--- src/hdl/gsqm_pkg.sv ---
`default_nettype none

package gsqm_pkg;

    // Grid and id sizing
    localparam int MAX_ROWS  = 1024;
    localparam int ROW_BITS  = $clog2(MAX_ROWS);
    localparam int CFG_BITS  = 11;
    localparam int ID_BITS   = 22;
    localparam int PID_BITS  = ID_BITS + 1;

    localparam logic [ID_BITS-1:0]  ID_MAX     = {ID_BITS{1'b1}};
    localparam logic [PID_BITS-1:0] PID_NONE   = {PID_BITS{1'b1}};
    localparam logic [CFG_BITS-1:0] ROWS_RESET = CFG_BITS'(MAX_ROWS);

    // One word of the column line store
    typedef struct packed {
        logic               valid;
        logic [ID_BITS-1:0] id;
    } ram_word_t;

    // What the front stage hands to the result stage for one sample
    typedef struct packed {
        logic               sample_valid;
        logic [ID_BITS-1:0] id;
        logic [ID_BITS-1:0] below_id;
        logic               anchor_ok;
        logic               prior_ok;
        logic               overflow;
    } gsqm_item_t;

endpackage

`default_nettype wire

--- src/hdl/gsqm_front.sv ---
`default_nettype none

module gsqm_front (
    input  logic                           aclk,
    input  logic                           aresetn,
    input  logic                           cfg_we,
    input  logic [gsqm_pkg::CFG_BITS-1:0]  cfg_wdata,
    input  logic                           s_valid,
    output logic                           s_ready,
    input  logic                           s_sample_valid,
    input  logic                           s_scan_start,
    input  logic                           st_take,
    output logic                           st_valid,
    output gsqm_pkg::gsqm_item_t           st_item,
    output logic                           ram_en,
    output logic [gsqm_pkg::ROW_BITS-1:0]  ram_addr,
    output gsqm_pkg::ram_word_t            ram_wdata
);
    import gsqm_pkg::*;

    logic [CFG_BITS-1:0] rows_cfg_reg;
    logic [ROW_BITS-1:0] row_pos_reg, row_pos_next;
    logic                past_first_reg, past_first_next;
    logic [ID_BITS-1:0]  cnt_reg, cnt_next;
    logic                below_valid_reg;
    logic [ID_BITS-1:0]  below_id_reg;
    logic [CFG_BITS-1:0] fill_reg, fill_next;
    logic                st_valid_reg, st_valid_next;
    gsqm_item_t          st_item_reg, st_item_next;

    logic                accept;
    logic [CFG_BITS-1:0] rows_eff;
    logic [ROW_BITS-1:0] pos_base, p;
    logic [CFG_BITS-1:0] p_wide, p_inc;
    logic                past_base;
    logic [ID_BITS-1:0]  cnt_base, id;
    logic                below_valid;

    assign s_ready = !st_valid_reg || st_take;
    assign accept  = s_valid && s_ready;

    // Clamp the row count into 1..MAX_ROWS
    always_comb begin
        if (rows_cfg_reg == '0) begin
            rows_eff = CFG_BITS'(1);
        end else if (rows_cfg_reg > ROWS_RESET) begin
            rows_eff = ROWS_RESET;
        end else begin
            rows_eff = rows_cfg_reg;
        end
    end

    // Position, numbering and neighbor bookkeeping for the incoming beat
    always_comb begin
        pos_base  = s_scan_start ? '0 : row_pos_reg;
        past_base = s_scan_start ? 1'b0 : past_first_reg;
        cnt_base  = s_scan_start ? '0 : cnt_reg;

        p      = (CFG_BITS'(pos_base) >= rows_eff) ? '0 : pos_base;
        p_wide = CFG_BITS'(p);
        p_inc  = p_wide + CFG_BITS'(1);

        id       = s_sample_valid ? cnt_base : '0;
        cnt_next = (s_sample_valid && cnt_base != ID_MAX) ? cnt_base + ID_BITS'(1) : cnt_base;

        below_valid = (p != '0) && below_valid_reg;

        if (p_inc >= rows_eff) begin
            row_pos_next    = '0;
            past_first_next = 1'b1;
        end else begin
            row_pos_next    = p_inc[ROW_BITS-1:0];
            past_first_next = past_base;
        end

        // Written rows always form a prefix starting at row zero
        fill_next = (p_inc > fill_reg) ? p_inc : fill_reg;

        st_item_next.sample_valid = s_sample_valid;
        st_item_next.id           = id;
        st_item_next.below_id     = below_id_reg;
        st_item_next.anchor_ok    = (p != '0) && past_base && below_valid;
        st_item_next.prior_ok     = p_wide < fill_reg;
        st_item_next.overflow     = (cnt_next == ID_MAX);

        if (accept) begin
            st_valid_next = 1'b1;
        end else if (st_take) begin
            st_valid_next = 1'b0;
        end else begin
            st_valid_next = st_valid_reg;
        end
    end

    // Control state
    always_ff @(posedge aclk) begin
        if (!aresetn) begin
            rows_cfg_reg    <= ROWS_RESET;
            row_pos_reg     <= '0;
            past_first_reg  <= 1'b0;
            cnt_reg         <= '0;
            below_valid_reg <= 1'b0;
            below_id_reg    <= '0;
            fill_reg        <= '0;
            st_valid_reg    <= 1'b0;
        end else begin
            st_valid_reg <= st_valid_next;
            if (cfg_we) begin
                rows_cfg_reg <= cfg_wdata;
            end
            if (accept) begin
                row_pos_reg     <= row_pos_next;
                past_first_reg  <= past_first_next;
                cnt_reg         <= cnt_next;
                below_valid_reg <= s_sample_valid;
                below_id_reg    <= id;
                fill_reg        <= fill_next;
            end
        end
    end

    // Hold the beat for the result stage
    always_ff @(posedge aclk) begin
        if (accept) begin
            st_item_reg <= st_item_next;
        end
    end

    assign st_valid        = st_valid_reg;
    assign st_item         = st_item_reg;
    assign ram_en          = accept;
    assign ram_addr        = p;
    assign ram_wdata.valid = s_sample_valid;
    assign ram_wdata.id    = id;

endmodule

`default_nettype wire

--- config.mk ---
export PLATFORM = sky130hd
export DESIGN_NAME = gsqm_front
export DESIGN_NICKNAME = d
export VERILOG_FILES = /design/src/hdl/gsqm_pkg.sv /design/src/hdl/gsqm_front.sv
export SDC_FILE = /design/constraint.sdc
export NUM_CORES = 1
export LEC_CHECK = 0
export CAP_MARGIN = 20
export CORE_ASPECT_RATIO = 1.1
export CORE_MARGIN = 4
export CORE_UTILIZATION = 40
export DETAILED_ROUTE_END_ITERATION = 7
export DONT_BUFFER_PORTS = 1
export RECOVER_POWER = 100
export SYNTH_ARGS = -nofsm -noshare
export SYNTH_HDL_FRONTEND = slang
export SYNTH_SLANG_ARGS = --single-unit
export TNS_END_PERCENT = 1
--- constraint.sdc ---
create_clock -name aclk -period 10.9 [get_ports aclk]
set_input_delay 0.545 -clock aclk [delete_from_list [all_inputs] [get_ports aclk]]
set_output_delay 0.545 -clock aclk [all_outputs]
set_load 0.02 [all_outputs]
==> results.yml <==
yosys:
  synth.net_count: 789
  syn_area_sq_um: 6840
  ys_seq_elements: 127
  async_reset_ff_frac: 0
  ys.flop_type: "dfxtp_1"
  synth_cells: 728
  synth.distinct_cells: 64
  synth_area_leaders: "dfxtp_1, edfxtp_1, ha_1, nand2_1, a21oi_1"
  syn_area_per_cell_sq_um: 9.40
  yosysWarnings: 0
  synth.top_cell.area_share: 0.231
  yosysSeqAreaShare: 0.442
  synth_area_leader_cell: "dfxtp_1"
  synth_edf_count: 48
sta:
  fmax_mhz: 148
  finalMaxSlewViolations: 195
  tns_ps: 0
  period_minus_slack_ps: 6750
  worst_slack_ps: 4150
  fin_crit_sh: 0.619
  report.final.setup_viol: 0
  finClkSkew_ps: 23.0
  tightestPinTransition_ps: 3620
  fin_hold_ws_ps: 221
  slew-limit-headroom: -1.41
  hold_viol: 0
  rsz0062_at_grt: "no"
pwr:
  p_comb_frac: 0.057
  ir_drop_mv: 0.103
  p_per_area_nw_per_um2: 160
  seq_power_share: 0.449
  p_sw_mw: 0.282
  switching_share: 0.239
  power.leakage_nw: 2.75
  intPower_mw: 0.894
  pwr-share-clk: 0.493
die:
  row_count: 49
  initial_core_util: 0.413
  core-area_sq_um: 16600
  die_y_microns: 145
  pin_count: 102
  die_area_sq_um: 19300
  die_w_microns: 133
setup_path:
  endpoint_kind: "register"
  worstPathRequired_ps: 11080
  reg2reg_slack_ps: 4150
  critPathBufInv: 3
  critPathTopFamily: "buffers and inverters"
  worstPathCellList: "nand2b_1 > nand2_1 > clkbuf_1 > clkinvlp_2 > clkbuf_1 > nand2b_1 > nor4_1 > a21oi_1 > nor2_1"
  setup.worst_path.start_class: "register"
  cp_slowest_stage_delay_ps: 1530
  ff2ff_path_depth: 9
  crit_fanout: 75
  cpMaxStageDelayCell: "clkbuf_1"
  crit_cells: 9
  cp_data_arrival_time_ps: 6930
  rr_endpoint: "cnt_reg[6]$_SDFFE_PN0P_"
  r2r-start: "st_valid$_SDFFE_PN0P_"
  crit_type: "register to register"
outcome:
  violations: "capacitance limit, slew limit"
  status: "finished, violations left"
clocking:
  cts_made_buffers: 17
  hold_buffers: 0
  clock_latency_ps: 420
  htreeDepth: 4
  ctsResizeCount: 0
  cts.sink_count: 127
  root_buffer: "clkbuf_16"
  clk_path_buf_depth: 2
  clk_pin_slew_ps: 60
  cts_tree: "yes"
  cts_setup_buffers: 0
finish:
  fill_cells: 1603
  syn_to_final_growth_pct: 7.64
  instances_no_fill: 906
  design_area_sq_um: 7360
  num_antenna_cells: 0
  final_cell_mix: "nand2_1, dfxtp_1, a21oi_1"
  largest_reg_flops: 48
  drive_gt1_frac: 0.0712
  nets: 750
  final_common_cell: "nand2_1"
grt:
  met3_usage: 0.0519
  top_usage_layer: "met2"
  grtUsageMet2: 0.270
  grt_pass1_vias: 4936
  grt_overflow: 0
  grt_start_max_net_pins: 76
  grt_first_pass_wirelength_mm: 25.6
  met1_usage: 0.192
  track_usage: 0.163
  grt_antenna_before_repair: 0
route:
  dr.pass1.iters: 4
  wirelength_mm: 15.5
  vias: 5099
  drtIter0Drc: 270
  routedWlPerCell_microns: 17.2
  drc: 0
  antenna_left: 0
  via_per_inst: 5.63
min_path:
  min_to: "rows_cfg_reg[10]$_SDFFE_PN1P_"
  hold_depth: 1
  hp-class: "input port to register"
  min_from: "aresetn"
place:
  hpwl_mm: 10.7
  dp.cells: 872
  io_buffers: 0
  gp_congestion: 0.856
  pre_cts_ws_ps: 5920
  place_area_sq_um: 6770
flow_run:
  maxCapViolCount: 4
## per-stage QoR
stage	power, mW	utilization
after floorplan	0.593	-
after global placement	0.604	0.409
after detailed placement	0.607	0.409
after CTS	1.19	0.446
after global routing	1.22	0.445
final	1.18	0.445
## cell usage after synthesis, types with 10 or more instances
cell / n
xnor2_1: 12
mux2i_1: 22
a22o_1: 10
edfxtp_1: 48
ha_1: 43
and2_1: 34
nand3_1: 13
nor2_1: 56
buf_4: 25
nand4_1: 10
clkbuf_1: 31
nand2_1: 92
dfxtp_1: 79
a21oi_1: 57
o21ai_0: 34
nor2b_1: 18
inv_1: 19
## worst max path at each step
stage                                      start                       end  slack [ps]
CTS                 rows_cfg_reg[6]$_SDFFE_PN0P_  fill_reg[7]$_SDFFE_PN0P_        5900
detailed placement  rows_cfg_reg[6]$_SDFFE_PN0P_  fill_reg[7]$_SDFFE_PN0P_        5920
global placement    rows_cfg_reg[6]$_SDFFE_PN0P_  fill_reg[4]$_SDFFE_PN0P_        6130
finish                     st_valid$_SDFFE_PN0P_   cnt_reg[6]$_SDFFE_PN0P_        4150
floorplan                           s_scan_start  fill_reg[0]$_SDFFE_PN0P_        5580
global route               st_valid$_SDFFE_PN0P_  cnt_reg[13]$_SDFFE_PN0P_        3370
## layer usage
| layer | vias to the layer above | wire [microns] |
|---|---|---|
| met4 | 0 | 401 |
| li1 | 2493 | - |
| met1 | 2437 | 6700 |
| met2 | 138 | 7600 |
| met5 | - | 0 |
| met3 | 31 | 834 |
## power by group through the flow
stage	combinational, mW	clock, mW	sequential [mW]
finish	0.0674	0.580	0.528
global route	0.0763	0.619	0.530
CTS	0.0690	0.596	0.528
detailed placement	0.0687	0	0.538
global placement	0.0668	0	0.537
floorplan	0.0572	0	0.536
## cell families (layout without fill, tap and decap cells)
family / count (synthesis) / count (layout) / share of synthesized area
and+or+nand+nor: 284 / 284 / 0.223
DFF: 127 / 127 / 0.442
buffers and inverters: 86 / 60 / 0.0655
AOI/OAI and AO/OA: 151 / 151 / 0.139
xor gates and xnor gates: 15 / 15 / 0.0192
muxes: 22 / 22 / 0.0322
adders and majority gates: 43 / 43 / 0.0786
## cell type report
type,instances,area (sq um),area share
clock buffers,17,425,0.0578
clock inverters,15,188,0.0255
inverters,21,80.1,0.0109
multi-input cells,515,3360,0.457
flip-flops and latches,127,3020,0.410
well taps,204,255,0.0347
repair buffers,7,30.0,0.00408
No activity file was read; power rests on OpenSTA's default activity.
