[src/hdl/gsqm_pkg.sv]
`default_nettype none

package gsqm_pkg;

    // Grid and id sizing
    localparam int MAX_ROWS  = 1024;
    localparam int ROW_BITS  = $clog2(MAX_ROWS);
    localparam int CFG_BITS  = 11;
    localparam int ID_BITS   = 22;
    localparam int PID_BITS  = ID_BITS + 1;

    localparam logic [ID_BITS-1:0]  ID_MAX     = {ID_BITS{1'b1}};
    localparam logic [PID_BITS-1:0] PID_NONE   = {PID_BITS{1'b1}};
    localparam logic [CFG_BITS-1:0] ROWS_RESET = CFG_BITS'(MAX_ROWS);

    // One word of the column line store
    typedef struct packed {
        logic               valid;
        logic [ID_BITS-1:0] id;
    } ram_word_t;

    // What the front stage hands to the result stage for one sample
    typedef struct packed {
        logic               sample_valid;
        logic [ID_BITS-1:0] id;
        logic [ID_BITS-1:0] below_id;
        logic               anchor_ok;
        logic               prior_ok;
        logic               overflow;
    } gsqm_item_t;

endpackage

`default_nettype wire

[src/hdl/gsqm_back.sv]
`default_nettype none

module gsqm_back (
    input  logic                           aclk,
    input  logic                           aresetn,
    input  logic                           st_valid,
    input  gsqm_pkg::gsqm_item_t           st_item,
    input  gsqm_pkg::ram_word_t            ram_rdata,
    output logic                           st_take,
    output logic                           m_valid,
    input  logic                           m_ready,
    output logic [gsqm_pkg::PID_BITS-1:0]  m_point_id,
    output logic                           m_quad_emit,
    output logic [gsqm_pkg::ID_BITS-1:0]   m_quad_id_anchor,
    output logic [gsqm_pkg::ID_BITS-1:0]   m_quad_id_up,
    output logic [gsqm_pkg::ID_BITS-1:0]   m_quad_id_left_up,
    output logic [gsqm_pkg::ID_BITS-1:0]   m_quad_id_left,
    output logic                           m_id_overflow
);
    import gsqm_pkg::*;

    logic                bl_valid_reg;
    logic [ID_BITS-1:0]  bl_id_reg;
    logic                m_valid_reg, m_valid_next;
    logic [PID_BITS-1:0] pid_reg, pid_next;
    logic                emit_reg, emit_next;
    logic [ID_BITS-1:0]  anchor_reg, anchor_next;
    logic [ID_BITS-1:0]  up_reg, up_next;
    logic [ID_BITS-1:0]  left_up_reg, left_up_next;
    logic [ID_BITS-1:0]  left_reg, left_next;
    logic                ovf_reg, ovf_next;

    logic                left_up_valid;

    assign st_take = st_valid && (!m_valid_reg || m_ready);

    // Combine the line store word with the carried neighbors
    always_comb begin
        left_up_valid = ram_rdata.valid && st_item.prior_ok;
        emit_next     = st_item.sample_valid && st_item.anchor_ok
                        && left_up_valid && bl_valid_reg;

        pid_next     = st_item.sample_valid ? PID_BITS'(st_item.id) : PID_NONE;
        anchor_next  = emit_next ? st_item.below_id : '0;
        up_next      = emit_next ? st_item.id : '0;
        left_up_next = emit_next ? ram_rdata.id : '0;
        left_next    = emit_next ? bl_id_reg : '0;
        ovf_next     = st_item.overflow;

        if (st_take) begin
            m_valid_next = 1'b1;
        end else if (m_ready) begin
            m_valid_next = 1'b0;
        end else begin
            m_valid_next = m_valid_reg;
        end
    end

    // Control state and the below-left neighbor
    always_ff @(posedge aclk) begin
        if (!aresetn) begin
            m_valid_reg  <= 1'b0;
            bl_valid_reg <= 1'b0;
            bl_id_reg    <= '0;
        end else begin
            m_valid_reg <= m_valid_next;
            if (st_take) begin
                bl_valid_reg <= left_up_valid;
                bl_id_reg    <= ram_rdata.id;
            end
        end
    end

    // Result register
    always_ff @(posedge aclk) begin
        if (st_take) begin
            pid_reg     <= pid_next;
            emit_reg    <= emit_next;
            anchor_reg  <= anchor_next;
            up_reg      <= up_next;
            left_up_reg <= left_up_next;
            left_reg    <= left_next;
            ovf_reg     <= ovf_next;
        end
    end

    assign m_valid           = m_valid_reg;
    assign m_point_id        = pid_reg;
    assign m_quad_emit       = emit_reg;
    assign m_quad_id_anchor  = anchor_reg;
    assign m_quad_id_up      = up_reg;
    assign m_quad_id_left_up = left_up_reg;
    assign m_quad_id_left    = left_reg;
    assign m_id_overflow     = ovf_reg;

endmodule

`default_nettype wire

[config.mk]
export PLATFORM = sky130hd
export DESIGN_NAME = gsqm_back
export DESIGN_NICKNAME = d
export VERILOG_FILES = /design/src/hdl/gsqm_pkg.sv /design/src/hdl/gsqm_back.sv
export SDC_FILE = /design/constraint.sdc
export NUM_CORES = 1
export LEC_CHECK = 0
export BUFFER_PORTS_ARGS = -buffer_cell sky130_fd_sc_hd__buf_4
export CAP_MARGIN = 5
export CORE_ASPECT_RATIO = 2
export CORE_MARGIN = 2
export CORE_UTILIZATION = 53
export DETAILED_ROUTE_END_ITERATION = 8
export HOLD_SLACK_MARGIN = 0.08
export PLACE_DENSITY = 0.94
export SETUP_SLACK_MARGIN = 0.4
export SLEW_MARGIN = 20
export SYNTH_ARGS = -nofsm -noshare
export SYNTH_HDL_FRONTEND = slang
export SYNTH_SLANG_ARGS = --single-unit
export TNS_END_PERCENT = 30
[constraint.sdc]
create_clock -name aclk -period 4.1 [get_ports aclk]
set_clock_uncertainty 0.15 [all_clocks]
set_input_delay 0 -clock aclk [delete_from_list [all_inputs] [get_ports aclk]]
set_output_delay 0 -clock aclk [all_outputs]
set_load 0.03 [all_outputs]
==> reports/results.tsv, run 1 <==
metric	value	unit
yosysSeqAreaShare	0.755	
synth_top_family_by_area	simple AND/OR/NAND/NOR gates	
start_util	0.547	
stop_stage	clock tree synthesis	
io_pins	190	
h-tree-depth	4	
synth-simple-area-share	0.175	
cts_made_buffers	17	
netlist_area	5130	µm²
ys_top_cells_by_area	edfxtp_1, and2_1, dfxtp_1	
die_h	143	µm
gp_congestion	0.743	
dp_hpwl	8240	µm
synth-compound-area-share	0.00146	
error	[ERROR RSZ-0060] Max buffer count reached.	
portBuffers	189	
status	stopped before the end	
synth_nets	416	
synth.area.mux_share	0.0449	
synth_xor_area_frac	0	
cts_buffer_depth	2	
yosys_warnings	0	
synth_fa_ha_area_frac	0	
hold_buffers	131	
syn_inst	341	
cts_setup_buffers	0	
ys_seq_elements	137	
clkSinkCount	137	
synth_top_area_cell	edfxtp_1	
cts-root-buf	clkbuf_16	
synth_top_area_share	0.661	
synth_cell_types	19	
cts_resized	0	
rows	50	
die_w	73.6	µm
syn_avg_cell_area	15.0	µm²
==> per-stage QoR <==
step	hold slack (ps)	utilization	area, µm²	setup WS [ps]	cells
floorplan	-51.1	-	5130	2030	341
global placement	33.8	0.704	6600	2050	618
detailed placement	44.1	0.704	6600	1990	618
==> synthesized netlist by cell type, drive strengths merged <==
| cell type | instances |
|---|---|
| nand2b | 21 |
| mux2i | 23 |
| dfxtp | 24 |
| nand3 | 1 |
| clkbuf | 10 |
| buf | 9 |
| or2b | 1 |
| o21a | 1 |
| nor2 | 1 |
| nor2b | 2 |
| nand4 | 1 |
| nand2 | 45 |
| and2 | 88 |
| edfxtp | 113 |
| inv | 1 |
==> cell families after synthesis <==
logic type | after synthesis
simple gates | 160
compound gates | 1
mux | 23
flops | 137
buf+inv | 20
==> run 2: changes to the inputs <==
--- a/config.mk
+++ b/config.mk
@@ -7,13 +7,10 @@
 export LEC_CHECK = 0
 export BUFFER_PORTS_ARGS = -buffer_cell sky130_fd_sc_hd__buf_4
 export CAP_MARGIN = 5
-export CORE_ASPECT_RATIO = 2
 export CORE_MARGIN = 2
-export CORE_UTILIZATION = 53
+export CORE_UTILIZATION = 40
 export DETAILED_ROUTE_END_ITERATION = 8
-export HOLD_SLACK_MARGIN = 0.08
-export PLACE_DENSITY = 0.94
-export SETUP_SLACK_MARGIN = 0.4
+export PLACE_DENSITY_LB_ADDON = 0.15
 export SLEW_MARGIN = 20
 export SYNTH_ARGS = -nofsm -noshare
 export SYNTH_HDL_FRONTEND = slang
==> reports/results.tsv, run 2 <==
metric	value	unit	change
crit_type	flop to flop		
async_reset_ff_frac	0		unchanged
crit_buf_inv	2		
layout-drive-gt1-share	0.332		
critPathMaxStageDelay	560	ps	
tightestPinTransition	891	ps	
grt_pass1_wl	18500	µm	
antenna-diode-count	0		
holdPathStages	2		
clkSinkCount	137		unchanged
ys_seq_elements	137		unchanged
dp_hpwl	6790	µm	was 8240 µm
layout_common_cells	buf_4, dlygate4sd3_1, edfxtp_1		
min_period	2300	ps	
syn_avg_cell_area	15.0	µm²	unchanged
num_vias	3805		
maxSlewViolCount	0		
largest_register_ffs	23		
die_w	117	µm	was 73.6 µm
min-delay-start	st_item[0]		
cts_buffer_depth	2		unchanged
synth-edff-count	113		unchanged
nNetsFinal	740		
clk_latency	410	ps	
yosysMostFrequentCell	edfxtp_1		unchanged
rsz0062_at_grt	false		
fmax	434	MHz	
crit_arrival	2510	ps	
power_frac_comb	0.122		
antenna_found_initial	0		
syn_inst	341		unchanged
cts_setup_buffers	0		unchanged
power.density	426	nW/µm²	
p_clk_frac	0.444		
nFillCells	920		
final_hold_viol_count	0		
rrSetupSlack	1800	ps	
ant_nets	0		
ff2ff_path_depth	5		
core_area	12600	µm²	
fin_cells	850		
status	finished clean		was stopped before the end
wl_per_cell	14.6	µm	
tritoncts	yes		
yosys_warnings	0		unchanged
ys_top_cells_by_area	edfxtp_1, and2_1, dfxtp_1		unchanged
synth-main-ff-cell	edfxtp_1		unchanged
cts_resized	0		unchanged
p_int	0.00287	W	
ir_worst_vdd	205	µV	
hold_end	m_id_overflow$_DFFE_PP_		
synth_top_area_cell	edfxtp_1		unchanged
timing.final.crit_share	0.562		
yosysSeqAreaShare	0.755		unchanged
grt_max_degree	138		
path_max_fanout	137		
die_h	117	µm	was 143 µm
critical-path-top-delay-family	buffers and inverters		
portBuffers	189		unchanged
clk_pin_slew	60	ps	
startpoint_type	flop		
cts_made_buffers	17		unchanged
slew_headroom	0.406		
grt_pass1_vias	3774		
netlist_area	5130	µm²	unchanged
synth_cell_types	19		unchanged
firstDrtPassIters	6		
syn2layout_area_growth	68.5	%	
seq_power_share	0.435		
final_util	0.688		
synth_nets	416		unchanged
cp-end-kind	flop		
cts-root-buf	clkbuf_16		unchanged
setup_viol	0		
r2r_start	m_valid$_SDFFE_PN0P_		
gp_congestion	0.753		was 0.743
place_inst	685		was 618
dieArea	13700	µm²	
slowest_stage	dlygate4sd3_1		
setup_tns	0	ps	
rows	41		was 50
hold_path_class	input port to flop		
grtUsageTotal	0.181		
switching_share	0.221		
synth_top_area_share	0.661		unchanged
timing.rr.end	bl_id_reg[3]$_SDFFE_PN0P_		
drt_iter0_drc	313		
io_pins	190		unchanged
cap_violations	0		
p_leak	3.63	nW	
start_util	0.408		was 0.547
drc	0		
power.switching	0.000812	W	
synth_commonest_cells	edfxtp_1, and2_1, nand2_1, dfxtp_1, mux2i_1		unchanged
path_cells	nor2b_2 > nor2b_4 > buf_12 > mux2i_1 > dlygate4sd3_1		
via_per_inst	4.48		
worst_ep_required_time	4300	ps	
h-tree-depth	4		unchanged
layout_commonest_cell	buf_4		
drt-total-wl	12400	µm	
grt-ovfl-total	0		
run 2: cell counts after synthesis:
No cell type changed its count.
run 2: power by group through the flow:
stage | clock network [W] | logic (W) | registers [W]
6_report | 0.00163 | 0.000448 | 0.00160
3_3_place_gp | 0 | 0.000338 | 0.00163
5_1_grt | 0.00173 | 0.000475 | 0.00161
2_1_floorplan | 0 | 0.0000717 | 0.00174
4_1_cts | 0.00166 | 0.000446 | 0.00160
3_5_place_dp | 0 | 0.000343 | 0.00163
run 2: how the worst max path moves through the flow:
| stage | from | to | slack [ps] | depth (start not counted) |
|---|---|---|---|---|
| 6_report | m_valid$_SDFFE_PN0P_ | bl_id_reg[3]$_SDFFE_PN0P_ | 1800 | 5 |
| 4_1_cts | m_valid$_SDFFE_PN0P_ | bl_id_reg[1]$_SDFFE_PN0P_ | 1850 | 5 |
| 3_3_place_gp | bl_valid_reg$_SDFFE_PN0P_ | m_quad_id_anchor[17]$_SDFFCE_PN0P_ | 2070 | 4 |
| 2_1_floorplan | m_valid$_SDFFE_PN0P_ | m_id_overflow$_DFFE_PP_ | 2030 | 4 |
| 3_5_place_dp | bl_valid_reg$_SDFFE_PN0P_ | m_quad_id_anchor[12]$_SDFFCE_PN0P_ | 2040 | 4 |
| 5_1_grt | m_valid$_SDFFE_PN0P_ | bl_id_reg[7]$_SDFFE_PN0P_ | 1740 | 5 |
run 2: routing by layer:
metal	wire [µm]	global-route usage	vias to the layer above
met5	0	0	-
met4	260	0.0863	0
met3	1110	0.0736	22
met2	6140	0.304	152
met1	4870	0.201	1817
li1	-	-	1814
run 2: cell type report:
cell class                      instances  area [µm²]  area share
Sequential cell                       137        3870       0.448
Timing Repair Buffer                  324        2780       0.321
Multi-Input combinational cell        184        1140       0.132
Clock buffer                           18         429      0.0496
Tap cell                              172         215      0.0249
Clock inverter                         14         204      0.0236
Inverter                                1        3.75    0.000434
run 2: cell families after synthesis:
family,share of synthesized area
simple gates,0.175
flops,0.755
mux,0.0449
buf+inv,0.0241
compound gates,0.00146
run 2: worst reg2reg max path, delay by kind of cell (launching register included):
family                 cells  cell delay [ps]
DFF                        1              310
and+or+nand+nor            2              290
muxes                      1              510
buffers and inverters      2              990
run 2: stage by stage:
stage	setup WS, ps	instance area, µm²	total power [W]	hold WS, ps
floorplan	2030	5130	0.00181	-51.1
global route	1740	8640	0.00381	158
detailed placement	2040	6680	0.00197	33.1
global placement	2070	6680	0.00197	30.2
finish	1800	8640	0.00368	164
CTS	1850	8640	0.00371	136
run 2: what timing repair did:
item / 4_1_cts / 5_1_grt
setup endpoints to repair: 0 / 0
hold endpoints to repair: 114 / 0
hold buffers: 133 / 0
No activity file was read; power rests on OpenSTA's default activity.
==> run 3: changes to the inputs <==
==> constraint.sdc (replaced) <==
create_clock -name aclk -period 2 [get_ports aclk]
set_clock_uncertainty 0.15 [all_clocks]
set_input_delay 0 -clock aclk [delete_from_list [all_inputs] [get_ports aclk]]
set_output_delay 0 -clock aclk [all_outputs]
set_load 0.03 [all_outputs]
==> reports/results.tsv, run 3 (synthesis gave the netlist of run 2 again) <==
metric	value	unit	change
status	finished clean		unchanged
min_period	1880	ps	was 2300 ps
core_area	12600	µm²	unchanged
start_util	0.408		unchanged
antenna-diode-count	0		unchanged
setup_viol	0		unchanged
crit_type	flop to flop		unchanged
fmax	532	MHz	was 434 MHz
dp_hpwl	7030	µm	was 6790 µm
clk_latency	410	ps	about the same
holdPathStages	2		unchanged
via_per_inst	4.41		was 4.48
wl_per_cell	14.6	µm	about the same
die_h	117	µm	unchanged
nNetsFinal	741		was 740
rows	41		unchanged
timing.final.crit_share	0.939		was 0.562
rsz0062_at_grt	false		unchanged
io_pins	190		unchanged
layout_commonest_cell	buf_4		unchanged
power.density	840	nW/µm²	was 426 nW/µm²
die_w	117	µm	unchanged
setup_tns	0	ps	unchanged
gp_congestion	0.714		was 0.753
layout_common_cells	buf_4, dlygate4sd3_1, edfxtp_1		unchanged
grt_pass1_vias	3756		was 3,774
layout-drive-gt1-share	0.343		was 0.332
hold_path_class	input port to flop		unchanged
ir_worst_vdd	621	µV	was 205 µV
grt_max_degree	60		was 138
cts_made_buffers	17		unchanged
dieArea	13700	µm²	unchanged
r2r_start	m_valid$_SDFFE_PN0P_		unchanged
nFillCells	889		was 920
grt-ovfl-total	0		unchanged
path_max_fanout	19		was 137
cts-root-buf	clkbuf_16		unchanged
clk_pin_slew	50	ps	was 60 ps
rrSetupSlack	120	ps	was 1800 ps
timing.rr.end	bl_id_reg[19]$_SDFFE_PN0P_		was bl_id_reg[3]$_SDFFE_PN0P_
num_vias	3755		was 3,805
firstDrtPassIters	4		was 6
portBuffers	189		unchanged
cts_buffer_depth	2		unchanged
final_hold_viol_count	0		unchanged
cts_resized	0		unchanged
grtUsageTotal	0.180		was 0.181
slew_headroom	0.608		was 0.406
ant_nets	0		unchanged
drt_iter0_drc	246		was 313
clkSinkCount	137		unchanged
crit_arrival	2090	ps	was 2510 ps
syn2layout_area_growth	68.0	%	was 68.5%
hold_end	m_id_overflow$_DFFE_PP_		unchanged
drt-total-wl	12400	µm	about the same
largest_register_ffs	23		unchanged
tritoncts	yes		unchanged
min-delay-start	st_item[0]		unchanged
ff2ff_path_depth	5		unchanged
drc	0		unchanged
maxSlewViolCount	0		unchanged
startpoint_type	flop		unchanged
p_total	0.00725	W	was 0.00368 W
p_leak	3.61	nW	was 3.63 nW
antenna_found_initial	0		unchanged
cp-end-kind	flop		unchanged
cap_violations	0		unchanged
worst_ep_required_time	2210	ps	was 4300 ps
fin_ws	121	ps	was 1800 ps
h-tree-depth	4		unchanged
place_ws	449	ps	was 2040 ps
tightestPinTransition	586	ps	was 891 ps
grt_pass1_wl	18200	µm	was 18,500 µm
## run 3: cell types whose count changed in the layout (fill, tap and decap cells not counted), sizes merged
| cell | before | now |
|---|---|---|
| clkbuf | 18 | 23 |
| dlygate4sd3 | 133 | 125 |
| bufinv | 5 | 2 |
| clkinv | 8 | 6 |
| buf | 191 | 200 |
## run 3: stage by stage
| stage | area [µm²] | hold slack (ps) | std cells | utilization |
|---|---|---|---|---|
| 6_report | 8620 | 167 | 851 | 0.686 |
| 5_1_grt | 8620 | 160 | 851 | 0.686 |
| 4_1_cts | 8600 | 150 | 848 | 0.684 |
| 3_5_place_dp | 6760 | 35.3 | 691 | 0.538 |
| 3_3_place_gp | 6760 | 36.1 | 691 | 0.538 |
| 2_1_floorplan | 5130 | -51.1 | 341 | - |
## run 3: worst max path at each step
| stage | from | end | slack (ps) | cells past startpoint |
|---|---|---|---|---|
| CTS | m_valid$_SDFFE_PN0P_ | bl_id_reg[3]$_SDFFE_PN0P_ | 30 | 5 |
| floorplan | m_valid$_SDFFE_PN0P_ | m_id_overflow$_DFFE_PP_ | 50 | 4 |
| finish | m_valid$_SDFFE_PN0P_ | bl_id_reg[19]$_SDFFE_PN0P_ | 120 | 5 |
| global placement | m_valid$_SDFFE_PN0P_ | m_quad_id_anchor[11]$_SDFFCE_PN0P_ | 470 | 3 |
| global route | m_valid$_SDFFE_PN0P_ | bl_id_reg[19]$_SDFFE_PN0P_ | 20 | 5 |
| detailed placement | m_valid$_SDFFE_PN0P_ | m_quad_id_anchor[2]$_SDFFCE_PN0P_ | 450 | 3 |
## run 3: cell type report
type                       count  area (µm²)  area share
sequential                   137        3870       0.449
timing repair buffer         325        2800       0.325
clock buffer                  23         488      0.0566
tap                          172         215      0.0250
clock inverter                 9        96.3      0.0112
multi-input combinational    184        1140       0.132
inverter                       1        3.75    0.000435
## run 3: timing repair
action,4_1_cts,5_1_grt
endpoints found under the setup margin,0,10
hold buffers,125,0
buffers inserted,0,3
endpoints found under the hold margin,115,0
## run 3: where the power goes
part / switching, W / leakage [nW] / internal [W] / total, W
sequential: 0.0000463 / 1.31 / 0.00323 / 0.00328
combinational: 0.000470 / 2.01 / 0.000460 / 0.000930
clock: 0.00109 / 0.290 / 0.00195 / 0.00304
total: 0.00160 / 3.61 / 0.00564 / 0.00725
## run 3: worst max-delay path: stages, from the launching register on
cell and delay, ps:
dfxtp_1 310, nor2b_2 170, nor2b_4 230, buf_12 210, mux2i_1 200, dlygate4sd3_1 560
## run 3: layer usage
| metal | GRT usage | part of all wire |
|---|---|---|
| met4 | 0.0714 | 0.016 |
| met2 | 0.324 | 0.51 |
| met1 | 0.188 | 0.39 |
| met3 | 0.0721 | 0.083 |
| met5 | 0 | 0 |
==> run 4: changes to the inputs <==
--- a/config.mk
+++ b/config.mk
@@ -8,7 +8,7 @@
 export BUFFER_PORTS_ARGS = -buffer_cell sky130_fd_sc_hd__buf_4
 export CAP_MARGIN = 5
 export CORE_MARGIN = 2
-export CORE_UTILIZATION = 40
+export CORE_UTILIZATION = 25
 export DETAILED_ROUTE_END_ITERATION = 8
 export PLACE_DENSITY_LB_ADDON = 0.15
 export SLEW_MARGIN = 20
==> reports/results.tsv, run 4 (synthesis gave the netlist of run 2 again) <==
metric	value	unit	change
holdPathStages	5		was 2
layout_common_cells	buf_4, dlygate4sd3_1, edfxtp_1		unchanged
num_vias	3729		was 3,755
cts-root-buf	clkbuf_16		unchanged
crit_buf_inv	2		unchanged
r2r_start	m_valid$_SDFFE_PN0P_		unchanged
cp-end-kind	flop		unchanged
via_per_inst	3.93		was 4.41
cap_violations	0		unchanged
nNetsFinal	741		unchanged
h-tree-depth	4		unchanged
syn2layout_area_growth	72.2	%	was 68.0%
antenna_found_initial	1		was 0
drc	0		unchanged
grt_pass1_wl	19900	µm	was 18,200 µm
nFillCells	1920		was 889
final_util	0.438		was 0.686
wl_per_cell	13.8	µm	was 14.6 µm
clkSinkCount	137		unchanged
drt_iter0_drc	152		was 246
final_hold_viol_count	0		unchanged
maxSlewViolCount	0		unchanged
drt-total-wl	13200	µm	was 12,400 µm
setup_viol	0		unchanged
largest_register_ffs	23		unchanged
cts_made_buffers	17		unchanged
timing.final.crit_share	0.960		was 0.939
power_frac_comb	0.125		was 0.128
critical-path-top-delay-family	buffers and inverters		unchanged
rrSetupSlack	80	ps	was 120 ps
ff2ff_path_depth	5		unchanged
worst_ep_required_time	2200	ps	was 2210 ps
crit_arrival	2120	ps	was 2090 ps
crit_type	flop to flop		unchanged
slowest_stage	dlygate4sd3_1		unchanged
seq_power_share	0.433		was 0.453
p_clk_frac	0.443		was 0.419
min-delay-start	m_ready		was st_item[0]
grt_pass1_vias	3884		was 3,756
grt-ovfl-total	0		unchanged
io_pins	190		unchanged
die_h	147	µm	was 117 µm
hold_path_class	input port to flop		unchanged
startpoint_type	flop		unchanged
die_w	147	µm	was 117 µm
power.switching	0.00175	W	was 0.00160 W
p_leak	3.64	nW	was 3.61 nW
power.density	857	nW/µm²	was 840 nW/µm²
ant_nets	0		unchanged
critPathMaxStageDelay	560	ps	about the same
rows	52		was 41
cts_resized	0		unchanged
fmax	521	MHz	was 532 MHz
timing.rr.end	bl_id_reg[12]$_SDFFE_PN0P_		was bl_id_reg[19]$_SDFFE_PN0P_
dp_hpwl	7830	µm	was 7030 µm
gp_congestion	0.711		was 0.714
min_period	1920	ps	was 1880 ps
grtUsageTotal	0.118		was 0.180
ir_worst_vdd	538	µV	was 621 µV
layout-drive-gt1-share	0.349		was 0.343
switching_share	0.231		was 0.221
status	finished clean		unchanged
dieArea	21700	µm²	was 13,700 µm²
path_max_fanout	21		was 19
firstDrtPassIters	4		unchanged
layout_commonest_cell	buf_4		unchanged
clk_latency	410	ps	about the same
hold_end	bl_id_reg[11]$_SDFFE_PN0P_		was m_id_overflow$_DFFE_PP_
tritoncts	yes		unchanged
clk_pin_slew	60	ps	was 50 ps
p_int	0.00582	W	was 0.00564 W
cts_buffer_depth	2		unchanged
grt_max_degree	52		was 60
core_area	20200	µm²	was 12,600 µm²
start_util	0.254		was 0.408
slew_headroom	0.501		was 0.608
cp_num_cells	5		unchanged
path_cells	nor2b_2 > nor2b_4 > buf_12 > mux2i_1 > dlygate4sd3_1		unchanged
p_total	0.00757	W	was 0.00725 W
portBuffers	189		unchanged
tightestPinTransition	745	ps	was 586 ps
==> run 4: timing repair <==
| action | 4_1_cts | 5_1_grt |
|---|---|---|
| hold buffers | 123 | 0 |
| endpoints found under the hold margin | 114 | 0 |
| setup endpoints to repair | 0 | 9 |
| buffers inserted | 0 | 4 |
==> run 4: worst reg2reg max path, stage by stage, from the launching register on <==
cell,delay (ps)
dfxtp_1,310
nor2b_2,170
nor2b_4,260
buf_12,220
mux2i_1,200
dlygate4sd3_1,560
==> run 4: through the flow <==
stage | hold WS (ps) | setup slack, ps | area [µm²] | setup TNS, ps | std cells
3_3_place_gp | 29.2 | 514 | 6860 | 0 | 787
5_1_grt | 140 | -4.51 | 8830 | -5.13 | 949
2_1_floorplan | -51.1 | 49.9 | 5130 | 0 | 341
4_1_cts | 133 | 22.5 | 8730 | 0 | 942
3_5_place_dp | 29.6 | 499 | 6860 | 0 | 787
6_report | 132 | 80.4 | 8840 | 0 | 950
==> run 4: area by class of cell <==
class / count / area [µm²] / area share
inverter: 1 / 3.75 / 0.000425
sequential: 137 / 3870 / 0.438
timing repair buffer: 325 / 2840 / 0.321
clock buffer: 19 / 475 / 0.0538
tap: 270 / 338 / 0.0382
multi-input combinational: 184 / 1140 / 0.129
clock inverter: 13 / 164 / 0.0185
antenna: 1 / 2.50 / 0.000283
==> run 4: worst max-delay path by stage <==
stage                                     from                       endpoint  slack [ps]
after global placement    m_valid$_SDFFE_PN0P_    m_point_id[6]$_SDFFCE_PN1P_         510
after floorplan           m_valid$_SDFFE_PN0P_        m_id_overflow$_DFFE_PP_          50
after CTS                 m_valid$_SDFFE_PN0P_      bl_id_reg[9]$_SDFFE_PN0P_          20
after detailed placement  m_valid$_SDFFE_PN0P_  m_quad_id_up[6]$_SDFFCE_PN0P_         500
final                     m_valid$_SDFFE_PN0P_     bl_id_reg[12]$_SDFFE_PN0P_          80
after global routing      m_valid$_SDFFE_PN0P_     bl_id_reg[12]$_SDFFE_PN0P_          -5
==> run 4: power groups by stage <==
stage	Combinational, W	Clock [W]	Sequential [W]
after CTS	0.000918	0.00345	0.00328
after detailed placement	0.000723	0	0.00334
after global routing	0.00100	0.00358	0.00329
after global placement	0.000717	0	0.00333
after floorplan	0.000148	0	0.00356
final	0.000944	0.00335	0.00328
==> run 4: metal layers <==
layer	share of wire	wire (µm)	global-route usage	vias to the layer above
met3	0.072	944	0.0429	12
met1	0.42	5540	0.137	1791
li1	-	-	-	1817
met2	0.49	6480	0.197	109
met5	0	0	0	-
met4	0.015	192	0.0524	0
